File: config.mk
export PLATFORM = sky130hd
export DESIGN_NAME = led_blink_pattern_controller_flat
export DESIGN_NICKNAME = d
export VERILOG_FILES = /design/src/hdl/lbpc_pkg.sv /design/src/hdl/lbpc_ifs.sv /design/src/hdl/led_blink_pattern_controller.sv /design/src/flat_wrapper.sv
export SDC_FILE = /design/constraint.sdc
export NUM_CORES = 1
export LEC_CHECK = 0
export ABC_AREA = 1
export CAP_MARGIN = 20
export CORE_ASPECT_RATIO = 0.6
export CORE_MARGIN = 2
export CORE_UTILIZATION = 31
export DETAILED_ROUTE_END_ITERATION = 7
export DONT_BUFFER_PORTS = 1
export GPL_TIMING_DRIVEN = 0
export PLACE_DENSITY_LB_ADDON = 0.1
export SLEW_MARGIN = 20
export SYNTH_ARGS = -nofsm -noshare
export SYNTH_HDL_FRONTEND = slang
export SYNTH_SLANG_ARGS = --single-unit
File: constraint.sdc
create_clock -name i_clk -period 10.5 [get_ports i_clk]
set_clock_uncertainty 0.15 [all_clocks]
set_input_delay 2.1 -clock i_clk [delete_from_list [all_inputs] [get_ports i_clk]]
set_output_delay 2.1 -clock i_clk [all_outputs]
set_load 0.02 [all_outputs]
File: src/hdl/lbpc_pkg.sv
`timescale 1ns / 1ps
`default_nettype none

package lbpc_pkg;

    localparam int PERIOD_W = 20;
    localparam int REMAIN_W = 21;
    localparam int OPCODE_W = 3;
    localparam int MODE_W   = 3;
    localparam int CFG_IDX_W = 2;

    localparam logic [OPCODE_W-1:0] OP_TICK  = 3'd0;
    localparam logic [OPCODE_W-1:0] OP_ON    = 3'd1;
    localparam logic [OPCODE_W-1:0] OP_OFF   = 3'd2;
    localparam logic [OPCODE_W-1:0] OP_SLOW  = 3'd3;
    localparam logic [OPCODE_W-1:0] OP_QUICK = 3'd4;
    localparam logic [OPCODE_W-1:0] OP_COUNT = 3'd5;

    localparam logic [CFG_IDX_W-1:0] REG_SLOW_PERIOD  = 2'd0;
    localparam logic [CFG_IDX_W-1:0] REG_QUICK_PERIOD = 2'd1;
    localparam logic [CFG_IDX_W-1:0] REG_COUNT_PERIOD = 2'd2;

    localparam logic [PERIOD_W-1:0] SLOW_PERIOD_RST  = 20'd500000;
    localparam logic [PERIOD_W-1:0] QUICK_PERIOD_RST = 20'd100000;
    localparam logic [PERIOD_W-1:0] COUNT_PERIOD_RST = 20'd200000;
    localparam logic [REMAIN_W-1:0] IDLE_DELAY       = 21'd1000;

    typedef enum logic [MODE_W-1:0] {
        MODE_OFF   = 3'd0,
        MODE_ON    = 3'd1,
        MODE_SLOW  = 3'd2,
        MODE_QUICK = 3'd3,
        MODE_COUNT = 3'd4
    } t_mode;

endpackage

`default_nettype wire

File: src/hdl/lbpc_ifs.sv
`timescale 1ns / 1ps
`default_nettype none

interface lbpc_cmd_if #(
    parameter int TARGET_WIDTH = 8
);
    logic                    valid;
    logic                    ready;
    logic [2:0]              opcode;
    logic [TARGET_WIDTH-1:0] blink_target;

    modport source (output valid, output opcode, output blink_target, input ready);
    modport sink   (input valid, input opcode, input blink_target, output ready);
endinterface

interface lbpc_status_if #(
    parameter int TARGET_WIDTH = 8
);
    logic                  valid;
    logic                  ready;
    logic                  led_level;
    logic [2:0]            mode;
    logic [TARGET_WIDTH:0] toggle_count;

    modport source (output valid, output led_level, output mode, output toggle_count,
                    input ready);
    modport sink   (input valid, input led_level, input mode, input toggle_count,
                    output ready);
endinterface

interface lbpc_cfg_if;
    logic        valid;
    logic        ready;
    logic [1:0]  index;
    logic [19:0] data;

    modport source (output valid, output index, output data, input ready);
    modport sink   (input valid, input index, input data, output ready);
endinterface

`default_nettype wire

File: src/hdl/led_blink_pattern_controller.sv
`timescale 1ns / 1ps
`default_nettype none

// Channel    Dir  Payload                                  Accept
// i_cmd      in   opcode, blink_target                     valid & ready
// o_status   out  led_level, mode, toggle_count            valid & ready
// i_cfg      in   index, data (slow/quick/count period)    valid & ready (ready always 1)
//
// One item per cycle while no result is held. An item is captured in the input
// register, then the state registers update; those double as the result register.
// Reset (i_rst_n low, synchronous) returns to off, dark, count 0, periods default.
// A held result stalls the input register; an item still lands there if it is empty.

module led_blink_pattern_controller #(
    parameter int TARGET_WIDTH = 8
) (
    input  wire          i_clk,
    input  wire          i_rst_n,
    lbpc_cmd_if.sink     i_cmd,
    lbpc_status_if.source o_status,
    lbpc_cfg_if.sink     i_cfg
);
    import lbpc_pkg::*;

    localparam int CNT_W = TARGET_WIDTH + 1;

    logic [PERIOD_W-1:0]     r_slow, r_quick, r_cnt_per;
    logic                    r_in_valid;
    logic [OPCODE_W-1:0]     r_in_op;
    logic [TARGET_WIDTH-1:0] r_in_tgt;
    logic                    r_out_valid;
    t_mode                   r_mode, n_mode;
    logic                    r_led, n_led;
    logic [CNT_W-1:0]        r_count, n_count;
    logic [TARGET_WIDTH-1:0] r_target, n_target;
    logic [REMAIN_W-1:0]     r_remain, n_remain;
    logic                    w_adv, w_fire;

    function automatic logic [REMAIN_W-1:0] delay_for(
        input t_mode m, input logic [CNT_W-1:0] c,
        input logic [PERIOD_W-1:0] slow, input logic [PERIOD_W-1:0] quick,
        input logic [PERIOD_W-1:0] cper);
        logic [REMAIN_W-1:0] d;
        begin
            unique case (m)
                MODE_SLOW:  d = {1'b0, slow};
                MODE_QUICK: d = {1'b0, quick};
                MODE_COUNT: d = (c == '0) ? {cper, 1'b0} : {1'b0, cper};
                default:    d = IDLE_DELAY;
            endcase
            return d;
        end
    endfunction

    function automatic logic is_blink(input t_mode m);
        return (m == MODE_SLOW) || (m == MODE_QUICK) || (m == MODE_COUNT);
    endfunction

    assign w_adv         = !r_out_valid || o_status.ready;
    assign w_fire        = r_in_valid && w_adv;
    assign i_cmd.ready   = !r_in_valid || w_adv;
    assign i_cfg.ready   = 1'b1;

    assign o_status.valid        = r_out_valid;
    assign o_status.led_level    = r_led;
    assign o_status.mode         = r_mode;
    assign o_status.toggle_count = r_count;

    always_ff @(posedge i_clk) begin
        if (!i_rst_n) begin
            r_slow    <= SLOW_PERIOD_RST;
            r_quick   <= QUICK_PERIOD_RST;
            r_cnt_per <= COUNT_PERIOD_RST;
        end else if (i_cfg.valid) begin
            unique case (i_cfg.index)
                REG_SLOW_PERIOD:  r_slow    <= i_cfg.data;
                REG_QUICK_PERIOD: r_quick   <= i_cfg.data;
                REG_COUNT_PERIOD: r_cnt_per <= i_cfg.data;
                default: ;
            endcase
        end
    end

    always_ff @(posedge i_clk) begin
        if (i_cmd.valid && i_cmd.ready) begin
            r_in_op  <= i_cmd.opcode;
            r_in_tgt <= i_cmd.blink_target;
        end
    end

    always_ff @(posedge i_clk) begin
        if (!i_rst_n) begin
            r_in_valid  <= 1'b0;
            r_out_valid <= 1'b0;
        end else begin
            if (i_cmd.valid && i_cmd.ready) begin
                r_in_valid <= 1'b1;
            end else if (w_adv) begin
                r_in_valid <= 1'b0;
            end
            if (w_fire) begin
                r_out_valid <= 1'b1;
            end else if (o_status.ready) begin
                r_out_valid <= 1'b0;
            end
        end
    end

    always_ff @(posedge i_clk) begin
        if (!i_rst_n) begin
            r_mode   <= MODE_OFF;
            r_led    <= 1'b0;
            r_count  <= '0;
            r_target <= '0;
            r_remain <= '0;
        end else if (w_fire) begin
            r_mode   <= n_mode;
            r_led    <= n_led;
            r_count  <= n_count;
            r_target <= n_target;
            r_remain <= n_remain;
        end
    end

    always_comb begin
        t_mode               e_mode;
        logic [CNT_W-1:0]    e_cnt;
        logic [CNT_W-1:0]    c_inc;
        logic [REMAIN_W-1:0] d_enter;
        logic [REMAIN_W-1:0] d_tick;
        logic                e_go;

        n_mode   = r_mode;
        n_led    = r_led;
        n_count  = r_count;
        n_target = r_target;
        n_remain = r_remain;

        e_mode = (r_in_op == OP_SLOW)  ? MODE_SLOW :
                 (r_in_op == OP_QUICK) ? MODE_QUICK : MODE_COUNT;
        if ((r_in_op == OP_COUNT) && is_blink(r_mode)) begin
            e_cnt = r_led ? '0 : CNT_W'(1);
        end else begin
            e_cnt = '0;
        end
        e_go    = 1'b0;
        d_enter = delay_for(e_mode, e_cnt, r_slow, r_quick, r_cnt_per);
        d_tick  = delay_for(r_mode, r_count, r_slow, r_quick, r_cnt_per);
        c_inc   = r_count + CNT_W'(1);

        unique case (r_in_op) inside
            OP_TICK: begin
                if (is_blink(r_mode)) begin
                    if (r_remain[REMAIN_W-1:1] == '0) begin
                        n_remain = d_tick;
                        n_led    = !r_led;
                        if (r_mode == MODE_COUNT) begin
                            n_count = ({r_target, 1'b0} <= c_inc) ? '0 : c_inc;
                        end
                    end else begin
                        n_remain = r_remain - REMAIN_W'(1);
                    end
                end
            end
            OP_ON: begin
                if (r_mode != MODE_ON) begin
                    n_mode = MODE_ON;
                    n_led  = 1'b1;
                end
            end
            OP_OFF: begin
                if (r_mode != MODE_OFF) begin
                    n_mode = MODE_OFF;
                    n_led  = 1'b0;
                end
            end
            OP_SLOW, OP_QUICK: begin
                e_go = (r_mode != e_mode);
            end
            OP_COUNT: begin
                n_target = r_in_tgt;
                n_count  = r_led ? '0 : CNT_W'(1);
                e_go     = (r_mode != MODE_COUNT);
            end
            default: ;
        endcase

        if (e_go) begin
            n_mode  = e_mode;
            n_count = e_cnt;
            if (is_blink(r_mode) && (r_remain > d_enter)) begin
                n_remain = r_remain - d_enter;
            end else begin
                n_remain = d_enter;
                n_led    = !r_led;
            end
        end
    end

    a_on_lit: assert property (@(posedge i_clk) disable iff (!i_rst_n)
        (r_mode == MODE_ON) |-> r_led)
        else $error("on mode with LED dark");

    a_off_dark: assert property (@(posedge i_clk) disable iff (!i_rst_n)
        (r_mode == MODE_OFF) |-> !r_led)
        else $error("off mode with LED lit");

    a_fire_result: assert property (@(posedge i_clk) disable iff (!i_rst_n)
        w_fire |=> r_out_valid)
        else $error("processed item produced no result");

    a_count_bound: assert property (@(posedge i_clk) disable iff (!i_rst_n)
        (r_mode == MODE_COUNT) |-> ((r_count < {r_target, 1'b0}) || (r_count <= CNT_W'(1))))
        else $error("toggle count past group end");

endmodule

`default_nettype wire
File: src/flat_wrapper.sv
// flat-port wrapper written by rule: the top's interface ports become plain ports
module led_blink_pattern_controller_flat import lbpc_pkg::*;
#(
    parameter int TARGET_WIDTH = 8
)
  (i_clk, i_rst_n, i_cmd_valid, i_cmd_opcode, i_cmd_blink_target, i_cmd_ready, o_status_valid, o_status_led_level, o_status_mode, o_status_toggle_count, o_status_ready, i_cfg_valid, i_cfg_index, i_cfg_data, i_cfg_ready);
  lbpc_cmd_if #(.TARGET_WIDTH(TARGET_WIDTH)) i_cmd_i ();
  lbpc_status_if #(.TARGET_WIDTH(TARGET_WIDTH)) o_status_i ();
  lbpc_cfg_if i_cfg_i ();
  input  wire i_clk;
  input  wire i_rst_n;
  input wire logic [$bits(i_cmd_i.valid)-1:0] i_cmd_valid;
  input wire logic [$bits(i_cmd_i.opcode)-1:0] i_cmd_opcode;
  input wire logic [$bits(i_cmd_i.blink_target)-1:0] i_cmd_blink_target;
  output wire logic [$bits(i_cmd_i.ready)-1:0] i_cmd_ready;
  output wire logic [$bits(o_status_i.valid)-1:0] o_status_valid;
  output wire logic [$bits(o_status_i.led_level)-1:0] o_status_led_level;
  output wire logic [$bits(o_status_i.mode)-1:0] o_status_mode;
  output wire logic [$bits(o_status_i.toggle_count)-1:0] o_status_toggle_count;
  input wire logic [$bits(o_status_i.ready)-1:0] o_status_ready;
  input wire logic [$bits(i_cfg_i.valid)-1:0] i_cfg_valid;
  input wire logic [$bits(i_cfg_i.index)-1:0] i_cfg_index;
  input wire logic [$bits(i_cfg_i.data)-1:0] i_cfg_data;
  output wire logic [$bits(i_cfg_i.ready)-1:0] i_cfg_ready;
  assign i_cmd_i.valid = i_cmd_valid;
  assign i_cmd_i.opcode = i_cmd_opcode;
  assign i_cmd_i.blink_target = i_cmd_blink_target;
  assign i_cmd_ready = i_cmd_i.ready;
  assign o_status_valid = o_status_i.valid;
  assign o_status_led_level = o_status_i.led_level;
  assign o_status_mode = o_status_i.mode;
  assign o_status_toggle_count = o_status_i.toggle_count;
  assign o_status_i.ready = o_status_ready;
  assign i_cfg_i.valid = i_cfg_valid;
  assign i_cfg_i.index = i_cfg_index;
  assign i_cfg_i.data = i_cfg_data;
  assign i_cfg_ready = i_cfg_i.ready;
  led_blink_pattern_controller #(.TARGET_WIDTH(TARGET_WIDTH)) u_core (.i_clk(i_clk), .i_rst_n(i_rst_n), .i_cmd(i_cmd_i), .o_status(o_status_i), .i_cfg(i_cfg_i));
endmodule
# --- After elaboration in Yosys (flattened, before gate mapping) ---
# Index checks and enable logic that the tools add are counted.
# Widths: inputs -> output; s select.
op_classes:
  order_cmp: 2
  muxes: 35
  eq_ne: 21
  reduce_logical: 31
  add_sub_neg: 3
ops:
  columns: ["operator", "n"]
  rows:
  - ["$mux 21", 7]
  - ["$pmux 21 s3", 2]
  - ["$mux 9", 6]
  - ["$gt 21x21->1", 1]
  - ["$sub 21x1->21 const B", 1]
  - ["$sub 21x21->21", 1]
  - ["$logic_not 20->1", 1]
  - ["$eq 3x2->1 const B", 6]
  - ["$logic_not 9->1", 2]
  - ["$ne 3x3->1 const B", 6]
  - ["$pmux 9 s2", 1]
  - ["$mux 3", 5]
  - ["$eq 3x3->1 const B", 4]
  - ["$mux 1", 11]
  - ["$add 9x1->9 const B", 1]
  - ["$le 9x9->1", 1]
  - ["$reduce_bool 3->1", 3]
  - ["$reduce_and 2->1", 4]
  - ["$reduce_bool 2->1", 4]
  - ["$pmux 3 s2", 1]
  - ["$reduce_and 5->1", 1]
  - ["$logic_and 1x1->1", 4]
  - ["$logic_or 1x1->1", 4]
  - ["$reduce_and 4->1", 1]
  - ["12 further kinds", 14]
totals:
  wordCells: 104
  output_inout_bits: 16
  inputBits: 38
  reg_bits: 115

# --- Longest topological paths before layout ---
logic_depth:
  depth_word: 12
  ltp_mapped: 26
  mapped_depth_nobuf: 25

# --- Least setup slack after synthesis ---
# No wires, ideal clock.
synth_timing:
  kind: "in2out"
  start: "input port o_status_ready"
  end: "output port i_cmd_ready"
  arrival_time_ps: 2353
  cell_stages: 2
  setup_slack_ps: 5897
  n_path_buf: 0
  required_time_ps: 8250
  path_cell_list: "inv_1 -> nand3_1"
synth_via:
  elab_chain_cells: 2
synth_rtl:
  columns: ["item", "line", "source"]
  rows:
  - ["start, declared", "flat_wrapper.sv:20", "input wire logic [$bits(o_status_i.ready)-1:0] o_status_ready;"]
  - ["$logic_or 1x1->1", "led_blink_pattern_controller.sv:59", "assign w_adv = !r_out_valid || o_status.ready;"]
  - ["$logic_or 1x1->1", "led_blink_pattern_controller.sv:61", "assign i_cmd.ready = !r_in_valid || w_adv;"]
  - ["end, declared", "flat_wrapper.sv:15", "output wire logic [$bits(i_cmd_i.ready)-1:0] i_cmd_ready;"]
# Every way passes these cells.

# --- Worst setup path after layout ---
# Ends and elaborated chain as after synthesis.

==> impl_metrics.env <==
export IMPL_crit_fanout=3
export IMPL_ys_seq_elements=115
export IMPL_overflow=0
export IMPL_total_power_uw=1500
export IMPL_synthCells=1347
export IMPL_grt_max_degree=17
export IMPL_synthAdderAreaFrac_pct=5.05
export IMPL_clock_latency_ps=430
export IMPL_drv_slew=0
export IMPL_synthTopCellsByArea="dfxtp_1 25%, nand2_1 15%, nor2_1 8.9%, nand3_1 7.1%, o21ai_0 6.1%"
export IMPL_synth_edf_count=11
export IMPL_nNetsFinal=1437
export IMPL_cts_tree="yes"
export IMPL_die_area_sq_mm=0.0282
export IMPL_ys_types=43
export IMPL_synth_top_family_by_area="simple AND/OR/NAND/NOR gates"
export IMPL_cp_end_kind="output pin"
export IMPL_postSynthAreaPerCell_sq_um=6.19
export IMPL_coreArea_sq_mm=0.0264
export IMPL_muxShareOfSynthArea_pct=0
export IMPL_gp_congestion=0.924
export IMPL_max_freq_mhz=216
export IMPL_tightestPinTransition_ps=885
export IMPL_rsz0062_at_grt="false"
export IMPL_peakVddDrop_v=0.0000738
export IMPL_synth_xor_area_share_pct=2.31
export IMPL_clock_path_buffers=2
export IMPL_ys_flop_type="dfxtp_1"
export IMPL_drive_gt1_share_pct=7.90
export IMPL_row_count=46
export IMPL_cp_buffers_inverters=1
export IMPL_synth_simple_gate_area_share_pct=36.8
export IMPL_critPathLaunchType="primary input"
export IMPL_cts_buffers=17
export IMPL_slowest_delay_ps=230
export IMPL_seq_area_frac_synth_pct=29.0
export IMPL_die_w_um=216
export IMPL_chipHeight_um=131
export IMPL_crit_chain="inv_1 -> nand3_1"
export IMPL_cpLargestDelayFamily="simple AND/OR/NAND/NOR gates"
export IMPL_dp_hpwl_um=26200
export IMPL_globalRouteTotalUtil_pct=23.9
export IMPL_syn_cell_area_sq_mm=0.00833
export IMPL_finalHoldViolations=0
export IMPL_power_density_mw_per_mm2=160
export IMPL_route_detailed_drc=0
export IMPL_yosysTopAreaCellShare_pct=25.0
export IMPL_worstPathRequired_ps=8250
export IMPL_yosys_top_cells_count="341 x nand2_1, 197 x nor2_1, 129 x inv_1"
export IMPL_antenna_found_initial=0
export IMPL_fin_setup_tns_ps=0
export IMPL_cts_sinks=115
export IMPL_timing_worst_setup_path_type="primary input to output pin"
export IMPL_yosys_warnings=0
export IMPL_vias_per_cell=5.13
export IMPL_port_buffers=0
export IMPL_synth_largest_area_cell="dfxtp_1"
export IMPL_yosys_cell_count_top_type="nand2_1"
export IMPL_drt_wirelength_per_cell_um=18.7
export IMPL_cts_clk_slew_worst_paths_ps=60
export IMPL_antenna_left=0
export IMPL_fin_crit_ps=4630
export IMPL_first_pass_iters=7
export IMPL_status="completed"
export IMPL_drtIter0Drc=933
export IMPL_htreeDepth=4
export IMPL_start_util_pct=31.5
export IMPL_min_path_type="flip-flop to flip-flop"
export IMPL_setup_violations_final=0
export IMPL_grt_pass1_wl_um=50700
export IMPL_crit_arrival_ps=2380
export IMPL_ctsHoldBuffers=0
export IMPL_post_cts_resized=0
export IMPL_post_cts_repair_setup_buffers=0
export IMPL_area_growth_pct=12.6
export IMPL_drt_total_wl_um=32500
export IMPL_synth_compound_area_share_pct=16.6
export IMPL_ios=54
export IMPL_syn_nets=1418
export IMPL_total_leakage_power_uw=0.00431
export IMPL_num_vias=8922
export IMPL_grt_pass1_vias=8490
export IMPL_maxSlewHeadroom_pct=40.8
export IMPL_maxCapViolations=0
export IMPL_async_flop_share_pct=0
export IMPL_root_buffer="clkbuf_16"
export IMPL_fillers=2948
export IMPL_fin_crit_sh_pct=44.1
export IMPL_cp_slowest_cell="nand3_1"
[where the power goes]
part | leakage, uW | switching [uW] | internal, uW
Clock | 0.000286 | 233 | 369
Sequential | 0.000958 | 30.1 | 467
Combinational | 0.00307 | 276 | 121
Total | 0.00431 | 540 | 957
[metrics by stage]
step                      cell area, sq um  cells  setup slack [ps]  util [%]  hold slack [ps]
after floorplan                       8330   1347              5900         -              294
after detailed placement              8780   1707              5870      33.2              310
after CTS                             9380   1739              5870      35.5              324
after global routing                  9380   1739              5730      35.5              351
final                                 9380   1740              5870      35.5              321
after global placement                8780   1707              5880      33.2              312
[cell type report]
class	instances	area (sq um)	share of cell area [%]
antenna	1	2.50	0.0267
buffer	55	273	2.91
clock buffer	21	470	5.02
clock inverter	11	125	1.33
inverter	150	576	6.14
multi-input combinational	1027	5070	54.1
sequential	115	2410	25.7
tap	360	450	4.80
[cells by family (layout without fill, tap and decap cells)]
kind of cell	count (synthesis)	count (layout)
and+or+nand+nor	718	718
adders and majority gates	33	33
xor gates and xnor gates	22	22
AOI/OAI and AO/OA	253	253
other	1	2
buffers and inverters	205	237
DFF	115	115
[routing by layer]
layer  part of all wire [%]  GRT usage, %  vias to the layer above
met1                     54          37.2                     4192
met5                      0             0                        -
met4                   0.89          5.48                        0
li1                       -             -                     4421
met3                    8.0          5.19                       26
met2                     37          32.6                      283
[registers in the layout, indices dropped and copies added (netlist names)]
| name | cells |
|---|---|
| u_core.o_status.led_level | 1 |
| u_core.r_in_valid | 1 |
| u_core.o_status.mode | 3 |
| u_core.r_remain | 21 |
| u_core.r_slow | 20 |
| u_core.r_quick | 20 |
| u_core.r_in_tgt | 8 |
| u_core.o_status.valid | 1 |
| u_core.r_in_op | 3 |
| u_core.o_status.toggle_count | 9 |
| u_core.r_target | 8 |
| u_core.r_cnt_per | 20 |
[path summary, 6_finish.rpt]
kind | startpoint | endpoint | slack [ps] | cells past startpoint
worst max-delay path | o_status_ready | i_cmd_ready | 5870 | 2
worst min-delay path | u_core.r_in_tgt[5]$_DFFE_PP_ | u_core.r_target[5]$_SDFFE_PN0P_ | 320 | 2
worst max register to register | u_core.r_in_op[0]$_DFFE_PP_ | u_core.r_remain[12]$_SDFFE_PN0P_ | 6110 | 20
worst min register to register | u_core.r_in_tgt[5]$_DFFE_PP_ | u_core.r_target[5]$_SDFFE_PN0P_ | 320 | 2
[cells in the final DEF (no fill, tap or decap), drive strengths merged]
cell      synthesis  final
diode             0      1
nand4            10     10
fa                1      1
a21oi            81     81
o21bai            6      6
or2               7      7
o21ai           134    134
o211ai           17     17
ha               32     32
inv             149    152
clkinvlp          0      3
conb              1      1
a22oi             9      9
clkinv            1      4
nand2           355    355
clkbuf           37     58
nor3             10     10
a31oi             1      1
bufinv            0      2
xor2             16     16
nor4              1      1
nand3           124    124
xnor2             6      6
nor2            205    205
a211oi            3      3
nand3b            6      6
edfxtp           11     11
buf              18     18
dfxtp           104    104
a21boi            2      2
No activity file was read; power rests on OpenSTA's default activity.
